**config.mk**
```make
export PLATFORM = sky130hd
export DESIGN_NAME = fire_heat_led_frame
export DESIGN_NICKNAME = d
export VERILOG_FILES = /design/src/sv/fhl_pkg.sv /design/src/sv/fhl_slot.sv /design/src/sv/fhl_rng.sv /design/src/sv/fire_heat_led_frame.sv
export SDC_FILE = /design/constraint.sdc
export NUM_CORES = 1
export LEC_CHECK = 0
export ABC_AREA = 1
export BUFFER_PORTS_ARGS = -buffer_cell sky130_fd_sc_hd__buf_2
export CORE_MARGIN = 10
export CORE_UTILIZATION = 60
export DETAILED_ROUTE_END_ITERATION = 12
export HOLD_SLACK_MARGIN = 0.06
export PLACE_DENSITY = 0.81
export SLEW_MARGIN = 10
export SYNTH_ARGS = -nofsm -noshare
export SYNTH_HDL_FRONTEND = slang
export SYNTH_HIERARCHICAL = 1
export SYNTH_SLANG_ARGS = --single-unit
```
**constraint.sdc**
```tcl
create_clock -name i_clk -period 11.1 [get_ports i_clk]
set_input_delay 0 -clock i_clk [delete_from_list [all_inputs] [get_ports i_clk]]
set_output_delay 0 -clock i_clk [all_outputs]
set_load 0.1 [all_outputs]
```
**src/sv/fhl_pkg.sv**
```systemverilog
package fhl_pkg;

    // Number of heat slots and LEDs in the strip (8 to 64).
    localparam int NUM_LEDS = 32;
    localparam int CNT_W    = $clog2(NUM_LEDS);

    localparam int HEAT_W  = 8;
    localparam int RANGE_W = 9;
    localparam int LFSR_W  = 32;

    localparam logic [LFSR_W-1:0] LFSR_TAPS  = 32'h8020_0003;
    localparam logic [LFSR_W-1:0] LFSR_RESET = 32'd1;

    localparam logic [7:0] COOLING_RESET = 8'd10;
    localparam logic [7:0] SPARK_RESET   = 8'd50;
    localparam int         COOL_MUL      = 10;

    // cooling_rate*10/NUM_LEDS as a multiply by a rounded-up reciprocal. The error stays
    // below one step of the quotient for every 8-bit rate and every strip length.
    localparam int COOL_SHIFT  = 20;
    localparam int COOL_RECIP  = COOL_MUL * (((1 << COOL_SHIFT) + NUM_LEDS - 1) / NUM_LEDS);
    localparam int COOL_PROD_W = COOL_SHIFT + RANGE_W;

    localparam logic [RANGE_W-1:0] SPARK_RANGE = 9'd255;
    localparam logic [RANGE_W-1:0] SPARK_CELLS = 9'd7;
    localparam logic [RANGE_W-1:0] SPARK_SPAN  = 9'd95;
    localparam logic [RANGE_W-1:0] LED_RANGE   = RANGE_W'(NUM_LEDS);
    localparam logic [HEAT_W-1:0]  SPARK_MIN   = 8'd160;

    typedef enum logic [1:0] {
        CFG_SEED    = 2'd0,
        CFG_COOLING = 2'd1,
        CFG_SPARK   = 2'd2
    } t_cfg_index;

    typedef enum logic [2:0] {
        S_IDLE,
        S_DIV,
        S_COOL,
        S_SPARK,
        S_ROT,
        S_SEL,
        S_ADD,
        S_EMIT
    } t_state;

    typedef struct packed {
        logic               step;
        logic               load;
        logic [LFSR_W-1:0]  seed;
        logic [RANGE_W-1:0] span;
    } t_rng_req;

    typedef struct packed {
        logic              shift;
        logic              add;
        logic [HEAT_W-1:0] amount;
    } t_slot_ctl;

endpackage

```
**src/sv/fhl_slot.sv**
```systemverilog
module fhl_slot import fhl_pkg::*; (
    input  logic              i_clk,
    input  logic              i_rst_n,
    input  t_slot_ctl         i_ctl,
    input  logic [HEAT_W-1:0] i_heat,
    output logic [HEAT_W-1:0] o_heat
);

    logic [HEAT_W-1:0] r_heat;
    logic [HEAT_W:0]   w_sum;

    assign w_sum  = {1'b0, r_heat} + {1'b0, i_ctl.amount};
    assign o_heat = r_heat;

    always_ff @(posedge i_clk) begin
        if (!i_rst_n) begin
            r_heat <= '0;
        end else if (i_ctl.shift) begin
            r_heat <= i_heat;
        end else if (i_ctl.add) begin
            // A spark saturates at full heat.
            r_heat <= w_sum[HEAT_W] ? {HEAT_W{1'b1}} : w_sum[HEAT_W-1:0];
        end
    end

endmodule

```
**src/sv/fhl_rng.sv**
```systemverilog
module fhl_rng import fhl_pkg::*; (
    input  logic               i_clk,
    input  logic               i_rst_n,
    input  t_rng_req           i_req,
    output logic [RANGE_W-1:0] o_draw
);

    logic [LFSR_W-1:0]     r_lfsr;
    logic [LFSR_W-1:0]     n_lfsr;
    logic [LFSR_W-1:0]     w_stepped;
    logic [15+RANGE_W:0]   w_prod;

    assign w_stepped = {1'b0, r_lfsr[LFSR_W-1:1]} ^ (r_lfsr[0] ? LFSR_TAPS : '0);

    // The draw scales the upper half of the stepped word into the span.
    assign w_prod = (16+RANGE_W)'(w_stepped[LFSR_W-1:16]) * (16+RANGE_W)'(i_req.span);
    assign o_draw = w_prod[15+RANGE_W:16];

    always_comb begin
        n_lfsr = r_lfsr;
        if (i_req.load) begin
            n_lfsr = (i_req.seed != '0) ? i_req.seed : LFSR_RESET;
        end else if (i_req.step) begin
            n_lfsr = w_stepped;
        end
    end

    always_ff @(posedge i_clk) begin
        if (!i_rst_n) begin
            r_lfsr <= LFSR_RESET;
        end else begin
            r_lfsr <= n_lfsr;
        end
    end

endmodule

```
**src/sv/fire_heat_led_frame.sv**
```systemverilog
// A frame forms the cooling bound, makes the cooling and drift pass around the ring of
// heat slots, runs the spark test (followed on a spark by the draws of the rotation, the
// spark cell and the spark amount), and then emits the colors, one word per cycle while
// the output is taken. The idle state takes the tick. The ring moves one slot past its
// head per cycle in the cooling pass, and in the emit pass only when a word is emitted.
// A new tick is taken only when the previous frame has been handed to the output
// register.
module fire_heat_led_frame import fhl_pkg::*; (
    input  logic        i_clk,
    input  logic        i_rst_n,
    input  logic        i_cfg_we,
    input  logic [1:0]  i_cfg_index,
    input  logic [31:0] i_cfg_data,
    input  logic        i_tick_valid,
    output logic        o_tick_ready,
    input  logic        i_tick,
    output logic        o_out_valid,
    input  logic        i_out_ready,
    output logic [5:0]  o_pixel_index,
    output logic [7:0]  o_red,
    output logic [7:0]  o_green,
    output logic [7:0]  o_blue,
    output logic        o_last_pixel
);

    t_state r_state;
    t_state n_state;

    logic [CNT_W-1:0]       r_cnt;
    logic [RANGE_W-1:0]     r_div;
    logic [COOL_PROD_W-1:0] w_cool_prod;
    logic [RANGE_W-1:0]     w_bound;
    logic [7:0]             r_cooling;
    logic [7:0]             r_spark;
    logic [5:0]             r_rotation;
    logic [2:0]             r_sel;
    logic [HEAT_W-1:0]      r_c1;
    logic [HEAT_W-1:0]      r_c2;

    logic               r_out_valid;
    logic [5:0]         r_pixel;
    logic [7:0]         r_red;
    logic [7:0]         r_green;
    logic [7:0]         r_blue;
    logic               r_last;

    t_rng_req           c_rng;
    logic [RANGE_W-1:0] w_draw;
    logic               c_shift;
    logic               c_add;
    logic [HEAT_W-1:0]  c_amount;
    logic               c_emit;
    logic               w_last_cnt;
    logic               w_accept;

    logic [HEAT_W-1:0]  w_heat [NUM_LEDS];
    t_slot_ctl          w_ctl  [NUM_LEDS];
    logic [HEAT_W-1:0]  w_head;
    logic [HEAT_W-1:0]  w_cooled;
    logic [9:0]         w_sum;
    logic [19:0]        w_prod3;
    logic [HEAT_W-1:0]  w_drift;
    logic [HEAT_W-1:0]  w_tail;

    logic [15:0]        w_x;
    logic [16:0]        w_x1;
    logic [7:0]         w_t;
    logic [7:0]         w_ramp;
    logic [6:0]         w_pix_sum;
    logic [6:0]         w_pix;

    assign w_head      = w_heat[0];
    assign w_last_cnt  = (r_cnt == CNT_W'(NUM_LEDS - 1));
    assign w_accept    = i_tick_valid && o_tick_ready;
    assign c_emit      = (r_state == S_EMIT) && (!r_out_valid || i_out_ready);
    assign w_cool_prod = COOL_PROD_W'(r_cooling) * COOL_PROD_W'(COOL_RECIP);
    assign w_bound     = r_div + RANGE_W'(2);

    fhl_rng u_rng (
        .i_clk   (i_clk),
        .i_rst_n (i_rst_n),
        .i_req   (c_rng),
        .o_draw  (w_draw)
    );

    // The ring shifts toward slot 0; the head leaves slot 0 and the new value enters
    // at the top slot, so a full pass leaves the ring in order.
    for (genvar k = 0; k < NUM_LEDS; k++) begin : g_slot
        assign w_ctl[k] = '{shift: c_shift, add: c_add && (int'(r_sel) == k),
                            amount: c_amount};
        if (k == NUM_LEDS - 1) begin : g_top
            fhl_slot u_slot (
                .i_clk   (i_clk),
                .i_rst_n (i_rst_n),
                .i_ctl   (w_ctl[k]),
                .i_heat  (w_tail),
                .o_heat  (w_heat[k])
            );
        end else begin : g_mid
            fhl_slot u_slot (
                .i_clk   (i_clk),
                .i_rst_n (i_rst_n),
                .i_ctl   (w_ctl[k]),
                .i_heat  (w_heat[k+1]),
                .o_heat  (w_heat[k])
            );
        end
    end

    // Cooling of the head slot, then drift from the two previously cooled slots.
    assign w_cooled = (w_draw > {1'b0, w_head}) ? '0 : (w_head - w_draw[HEAT_W-1:0]);
    assign w_sum    = {2'b00, r_c1} + {1'b0, r_c2, 1'b0};
    // Multiply by 683/2048 gives the exact quotient by three for sums up to 765.
    assign w_prod3  = 20'(w_sum) * 20'd683;
    assign w_drift  = w_prod3[18:11];
    assign w_tail   = (r_state == S_COOL)
                    ? ((r_cnt < CNT_W'(2)) ? w_cooled : w_drift)
                    : w_head;

    // Color: t = round(h*191/255), divide by 255 done with the add-and-shift identity.
    assign w_x    = 16'(w_head) * 16'd191 + 16'd127;
    assign w_x1   = {1'b0, w_x} + 17'd1 + 17'(w_x[15:8]);
    assign w_t    = w_x1[15:8];
    assign w_ramp = {w_t[5:0], 2'b00};

    assign w_pix_sum = 7'(r_cnt) + 7'(r_rotation);
    assign w_pix     = (w_pix_sum >= 7'(NUM_LEDS)) ? (w_pix_sum - 7'(NUM_LEDS)) : w_pix_sum;

    always_comb begin
        n_state = r_state;
        case (r_state)
            S_IDLE: begin
                if (w_accept && i_tick) begin
                    n_state = S_DIV;
                end
            end
            S_DIV: n_state = S_COOL;
            S_COOL: begin
                if (w_last_cnt) begin
                    n_state = S_SPARK;
                end
            end
            S_SPARK: begin
                n_state = (w_draw < {1'b0, r_spark}) ? S_ROT : S_EMIT;
            end
            S_ROT: n_state = S_SEL;
            S_SEL: n_state = S_ADD;
            S_ADD: n_state = S_EMIT;
            S_EMIT: begin
                if (c_emit && w_last_cnt) begin
                    n_state = S_IDLE;
                end
            end
            default: n_state = S_IDLE;
        endcase
    end

    always_comb begin
        c_rng.step = 1'b0;
        c_rng.load = i_cfg_we && (i_cfg_index == CFG_SEED);
        c_rng.seed = i_cfg_data;
        c_rng.span = w_bound;
        c_shift    = 1'b0;
        c_add      = 1'b0;
        c_amount   = SPARK_MIN + w_draw[HEAT_W-1:0];
        o_tick_ready = 1'b0;
        case (r_state)
            S_IDLE: o_tick_ready = 1'b1;
            S_COOL: begin
                c_rng.step = 1'b1;
                c_shift    = 1'b1;
            end
            S_SPARK: begin
                c_rng.step = 1'b1;
                c_rng.span = SPARK_RANGE;
            end
            S_ROT: begin
                c_rng.step = 1'b1;
                c_rng.span = LED_RANGE;
            end
            S_SEL: begin
                c_rng.step = 1'b1;
                c_rng.span = SPARK_CELLS;
            end
            S_ADD: begin
                c_rng.step = 1'b1;
                c_rng.span = SPARK_SPAN;
                c_add      = 1'b1;
            end
            S_EMIT: c_shift = c_emit;
            default: c_shift = 1'b0;
        endcase
    end

    always_ff @(posedge i_clk) begin
        if (!i_rst_n) begin
            r_state    <= S_IDLE;
            r_cnt      <= '0;
            r_rotation <= '0;
            r_cooling  <= COOLING_RESET;
            r_spark    <= SPARK_RESET;
        end else begin
            r_state <= n_state;
            if (i_cfg_we) begin
                case (i_cfg_index)
                    CFG_COOLING: r_cooling <= i_cfg_data[7:0];
                    CFG_SPARK:   r_spark   <= i_cfg_data[7:0];
                    default:     r_spark   <= r_spark;
                endcase
            end
            if (r_state == S_IDLE) begin
                r_cnt <= '0;
            end else if ((r_state == S_COOL) || c_emit) begin
                r_cnt <= w_last_cnt ? '0 : (r_cnt + CNT_W'(1));
            end
            if (r_state == S_ROT) begin
                r_rotation <= w_draw[5:0];
            end
        end
    end

    always_ff @(posedge i_clk) begin
        if (r_state == S_DIV) begin
            r_div <= w_cool_prod[COOL_PROD_W-1:COOL_SHIFT];
        end
        if (r_state == S_COOL) begin
            r_c1 <= w_cooled;
            r_c2 <= r_c1;
        end
        if (r_state == S_SEL) begin
            r_sel <= w_draw[2:0];
        end
    end

    always_ff @(posedge i_clk) begin
        if (!i_rst_n) begin
            r_out_valid <= 1'b0;
        end else if (c_emit) begin
            r_out_valid <= 1'b1;
        end else if (i_out_ready) begin
            r_out_valid <= 1'b0;
        end
    end

    always_ff @(posedge i_clk) begin
        if (c_emit) begin
            r_pixel <= w_pix[5:0];
            r_last  <= w_last_cnt;
            if (w_t > 8'h80) begin
                r_red   <= 8'hFF;
                r_green <= 8'hFF;
                r_blue  <= w_ramp;
            end else if (w_t > 8'h40) begin
                r_red   <= 8'hFF;
                r_green <= w_ramp;
                r_blue  <= 8'h00;
            end else begin
                r_red   <= w_ramp;
                r_green <= 8'h00;
                r_blue  <= 8'h00;
            end
        end
    end

    assign o_out_valid   = r_out_valid;
    assign o_pixel_index = r_pixel;
    assign o_red         = r_red;
    assign o_green       = r_green;
    assign o_blue        = r_blue;
    assign o_last_pixel  = r_last;

`ifndef NO_ASSERTIONS
    a_spark_after_pass: assert property (@(posedge i_clk) disable iff (!i_rst_n)
        (r_state == S_SPARK) |->
            ($past(r_state) == S_COOL) && ($past(r_cnt) == CNT_W'(NUM_LEDS - 1)))
        else $error("spark test reached before the cooling pass completed");

    a_emit_holds: assert property (@(posedge i_clk) disable iff (!i_rst_n)
        ((r_state == S_EMIT) && r_out_valid && !i_out_ready) |=> $stable(r_cnt))
        else $error("ring advanced while the output word was stalled");

    a_rotation_range: assert property (@(posedge i_clk) disable iff (!i_rst_n)
        (r_state == S_SEL) |-> (7'(r_rotation) < 7'(NUM_LEDS)))
        else $error("rotation outside the strip");
`endif

endmodule

```
# Word level (Yosys, flattened, before mapping)
# Cells that the tools add are included.
totals:
  register_bits: 376
  input_bits: 40
  wordCells: 183
classes:
  addsub: 18
  multipliers: 4
  n_lt_le_gt_ge: 6
  n_eq_ne: 20
  muxes: 47
  bitwise_logic: 2
  reduce_logical: 36
op_table:
  columns: ["op", "count"]
  rows:
  - ["$mux W8", 28]
  - ["$mux W32", 4]
  - ["$add A8 B8 Y9", 8]
  - ["$pmux W8 S4", 1]
  - ["$reduce_bool A32 Y1", 1]
  - ["$xor A31 B32 Y32", 1]
  - ["$eq A3 B3 Y1 const B", 8]
  - ["$mul A16 B8 Y24", 1]
  - ["$pmux W3 S8", 1]
  - ["$reduce_bool A2 Y1", 10]
  - ["$mul A10 B10 Y19 const B", 1]
  - ["$add A16 B1 Y16 const B", 1]
  - ["$add A16 B7 Y16 const B", 1]
  - ["$add A16 B8 Y16", 1]
  - ["$mul A8 B8 Y16 const B", 1]
  - ["$logic_and A1 B1 Y1", 13]
  - ["$eq A3 B2 Y1 const B", 4]
  - ["$mul A8 B3 Y11 const B", 1]
  - ["$add A8 B9 Y10", 1]
  - ["$gt A9 B8 Y1", 1]
  - ["$lt A9 B8 Y1", 1]
  - ["$mux W3", 3]
  - ["$add A7 B2 Y8 const B", 1]
  - ["$add A8 B8 Y8 const A", 1]
  - ["other kinds (28)", 39]

# Depth between registers and ports, before layout
logic_depth:
  ltp_word: 8
  mapped_depth: 44

# Modules after synthesis
# The synthesis kept the hierarchy.
modules_own_cells:
  columns: ["mod", "instances", "cells_each", "area_each_um2", "seq_area_each_um2"]
  rows:
  - ["fhl_slot at g_slot[19].g_mid.u_slot ...", 19, 107, 728.2, 160.2]
  - ["fire_heat_led_frame", 1, 1064, 9156.3, 2212.1]
  - ["fhl_slot at g_slot[0].g_mid.u_slot ...", 10, 105, 726.9, 160.2]
  - ["fhl_rng", 1, 892, 6159.7, 640.6]
  - ["fhl_slot at g_slot[7].g_mid.u_slot ...", 3, 111, 748.2, 160.2]

# Worst setup path before layout
# Ideal clock, no wire load.
synth_timing:
  path_kind: "flip-flop to flip-flop"
  start: "reg r_state[0]"
  end: "reg g_slot[31].g_top.u_slot.r_heat[7]"
  setup_time_ps: 70
  arrival_time_ps: 9064
  t_required_ps: 11030
  setup_slack_ps: 1966
  path_stages_with_launch: 42
  n_path_buf: 2
  period_less_slack_ps: 9134
  cell_sequence: "dfxtp_1 > nand2_1 > nand2_1 > inv_1 > o41ai_1 > clkbuf_1 > clkbuf_1 > nand2_1 > fa_1 > fa_1 > inv_1 > fa_1 > inv_1 > fa_1 > inv_1 > ha_1 > nand2_1 > nor2_1 > [... 6 more ...] > inv_1 > ha_1 > nand2_1 > nor2_1 > o21ai_0 > nand2_1 > a21o_1 > nand2_1 > nand2_1 > a21oi_1 > or2_2 > nand3_1 > a21oi_1 > o21ai_0 > o21ai_0 > o21ai_0 > o21bai_1 > a21oi_1"
synth_rtl:
  columns: ["item", "line", "text"]
  rows:
  - ["from (decl)", "fire_heat_led_frame.sv:26", "t_state r_state;"]
  - ["from (signal assigned)", "fire_heat_led_frame.sv:203", "r_state <= n_state;"]
  - ["to (signal assigned)", "fhl_slot.sv:19", "r_heat <= i_heat;"]
  - ["to (signal assigned)", "fhl_slot.sv:22", "r_heat <= w_sum[HEAT_W] ? {HEAT_W{1'b1}} : w_sum[HEAT_W-1:0];"]
  - ["to (decl)", "fhl_slot.sv:9", "logic [HEAT_W-1:0] r_heat;"]

==> impl_metrics.env <==
export IMPL_status="finished, final reports clean"
export IMPL_vias=35820
export IMPL_cts_tree="done"
export IMPL_synth_async_reset_ratio=0
export IMPL_cp_required_ns=11.62
export IMPL_wl_um=99070
export IMPL_cp_end_kind="register"
export IMPL_area_growth_synth_to_final_pct=8.951
export IMPL_n_fill_cell=5441
export IMPL_grt_pass1_vias=35110
export IMPL_cts_setup_buffers=0
export IMPL_netlist_area_leader_share=0.1652
export IMPL_synthTopCellsByCount="nand2_1, inv_1, nor2_1"
export IMPL_clockBufferDepth=3
export IMPL_seq_area_frac_synth=0.2063
export IMPL_synth_edf_count=53
export IMPL_seq_area_mm2=0.007978
export IMPL_critPathMaxStageDelay_ns=0.73
export IMPL_worstPathArrival_ns=9.09
export IMPL_ys_flop_type="dfxtp_1"
export IMPL_drv_cap=0
export IMPL_wl_per_cell_um=15.48
export IMPL_finalCritPeriodShare=0.7725
export IMPL_grt_usage=0.2637
export IMPL_hpwlAfterDp_um=71210
export IMPL_numCtsBuffers=44
export IMPL_slew_headroom=0.2846
export IMPL_syn_inst=5372
export IMPL_die_x_um=273.9
export IMPL_max_freq_mhz=116.6
export IMPL_finalSetupViolCount=0
export IMPL_io_pin_count=73
export IMPL_place_ws_ns=2.673
export IMPL_fin_worst_skew_ns=0.01837
export IMPL_die_y_um=273.9
export IMPL_criticalPathCategory="reg -> reg"
export IMPL_drive_above_1_share=0.1019
export IMPL_tightest_slew_ns=1.065
export IMPL_start_kind="register"
export IMPL_final_max_slew_viol_count=0
export IMPL_vias_per_cell=5.597
export IMPL_worstHoldStart="i_rst_n"
export IMPL_syn_area_mm2=0.03867
export IMPL_rr_worst_depth=35
export IMPL_final_setup_tns_ns=0
export IMPL_antenna_found_initial=2
export IMPL_firstDrtPassIters=6
export IMPL_core_area_mm2=0.06412
export IMPL_ant_nets=0
export IMPL_rsz0062_at_grt="no"
export IMPL_cts_sinks=372
export IMPL_final_util=0.6570
export IMPL_r2r_end="g_slot[31].g_top.u_slot/o_heat[7]$_SDFFE_PN0P_"
export IMPL_hold_class="in -> reg"
export IMPL_min_to="g_slot[10].g_mid.u_slot/o_heat[7]$_SDFFE_PN0P_"
export IMPL_grt_first_pass_wirelength_um=167300
export IMPL_ys_seq_elements=372
export IMPL_multiInputGateArea_mm2=0.02673
export IMPL_cts_resized=0
export IMPL_clk_pin_slew_ns=0.06
export IMPL_post_route_min_period_ns=8.575
export IMPL_min_path_cells=3
export IMPL_cts_hold_buf=48
export IMPL_worstSkewPairLatency_ns=0.60
export IMPL_yosysMostFrequentCell="nand2_1"
export IMPL_rows=93
export IMPL_worst_slack_ns=2.525
export IMPL_synth_area_leader_cell="dfxtp_1"
export IMPL_start_util=0.6031
export IMPL_overflow=0
export IMPL_ys_types=69
export IMPL_final_nets=6183
export IMPL_grt_max_degree=114
export IMPL_synth_avg_cell_area_um2=7.198
export IMPL_slowest_stage="nand3b_1"
export IMPL_critPathMaxFanout=36
export IMPL_cts_root_buf="clkbuf_16"
export IMPL_r2r_start="r_state[2]$_SDFFE_PN0P_"
export IMPL_yosys_warnings=6
export IMPL_rrSetupSlack_ns=2.53
export IMPL_htree_levels=2
export IMPL_synth_area_leaders="dfxtp_1, ha_1, nand2_1"
export IMPL_die_area_mm2=0.07500
export IMPL_place_congestion=0.9482
export IMPL_drc=0
export IMPL_port_buffers=70
export IMPL_drt_initial_drc_count=2682
export IMPL_finalHoldViolCount=0
==> routing by layer <==
layer  vias to the layer above  routed length (um)  GRT usage
li1                      17850                   -          -
met1                     16550               42200     0.3261
met2                      1124               47390     0.4589
met3                       300                5844    0.03580
met4                         0                3634     0.1018
met5                         -                   0          0
==> worst max-delay path, delay by kind of cell (launching register included) <==
family / cells / cell delay (ns)
AND/OR/NAND/NOR: 9 / 2.06
XOR/XNOR: 1 / 0.15
buffers and inverters: 6 / 1.05
adder cells (fa/ha/maj): 6 / 2.84
flip-flops: 1 / 0.42
AO/OA/AOI/OAI: 13 / 1.95
==> cells by family after synthesis <==
family,Yosys count,synth area share
multiplexers,1,0.0002589
adder cells (fa/ha/maj),631,0.2399
buffers and inverters,1090,0.1073
flip-flops,372,0.2063
XOR/XNOR,87,0.02077
AO/OA/AOI/OAI,896,0.1521
other,1,0.00009698
AND/OR/NAND/NOR,2294,0.2732
==> cells in the final DEF (no fill, tap or decap), drive strengths merged, types with 9 or more instances in the layout <==
master / n
clkinv: 40
nand3: 267
a21o: 9
o211ai: 10
nor2: 503
ha: 447
o31ai: 68
nand3b: 28
clkbuf: 58
nand4: 48
or2: 67
xor2: 61
o221a: 66
edfxtp: 53
o21a: 12
xnor2: 26
o221ai: 116
fa: 184
nand2: 1343
o21bai: 28
a31oi: 37
dlygate4sd3: 48
a21oi: 310
buf: 91
inv: 989
nor3: 23
conb: 27
dfxtp: 319
a211oi: 27
and2: 10
o21ai: 195
==> state kept, by name, summed over array words and instances (netlist names) <==
register                    flops
g_slot.g_mid.u_slot/o_heat    248
g_slot.g_top.u_slot/o_heat      8
o_blue                          6
o_green                         7
o_last_pixel                    1
o_out_valid                     1
o_pixel_index                   6
o_red                           7
r_c1                            8
r_c2                            8
r_cnt                           5
r_cooling                       8
r_div                           7
r_rotation                      6
r_sel                           3
r_spark                         8
r_state                         3
u_rng/r_lfsr                   32
==> stage by stage <==
stage / cells / hold WS [ns] / area, um2
floorplan: 5398 / 0.1263 / 38760
global placement: 6273 / 0.2724 / 40130
detailed placement: 6273 / 0.2740 / 40130
CTS: 6397 / 0.1018 / 42120
global route: 6399 / 0.1745 / 42130
finish: 6399 / 0.08903 / 42130
==> cell type report <==
type                            count  area share
Antenna cell                        2   0.0001188
Clock buffer                       57     0.02896
Clock inverter                     19    0.006891
Inverter                         1018     0.09080
Multi-Input combinational cell   3936      0.6346
Sequential cell                   372      0.1894
Tap cell                          855     0.02539
Timing Repair Buffer              140     0.02385
==> worst max-delay path by stage <==
stage	slack (ns)	startpoint	endpoint
6_report	2.53	r_state[2]$_SDFFE_PN0P_	g_slot[31].g_top.u_slot/o_heat[7]$_SDFFE_PN0P_
5_1_grt	1.93	r_state[2]$_SDFFE_PN0P_	g_slot[31].g_top.u_slot/o_heat[7]$_SDFFE_PN0P_
4_1_cts	2.63	r_state[0]$_SDFFE_PN0P_	g_slot[31].g_top.u_slot/o_heat[7]$_SDFFE_PN0P_
3_5_place_dp	2.67	r_state[0]$_SDFFE_PN0P_	g_slot[31].g_top.u_slot/o_heat[7]$_SDFFE_PN0P_
3_3_place_gp	2.89	r_state[0]$_SDFFE_PN0P_	g_slot[31].g_top.u_slot/o_heat[7]$_SDFFE_PN0P_
2_1_floorplan	1.97	r_state[0]$_SDFFE_PN0P_	g_slot[31].g_top.u_slot/o_heat[7]$_SDFFE_PN0P_
Power is not shown: default switching activity piles up to over one toggle a cycle in this logic, so the estimate is an artifact.
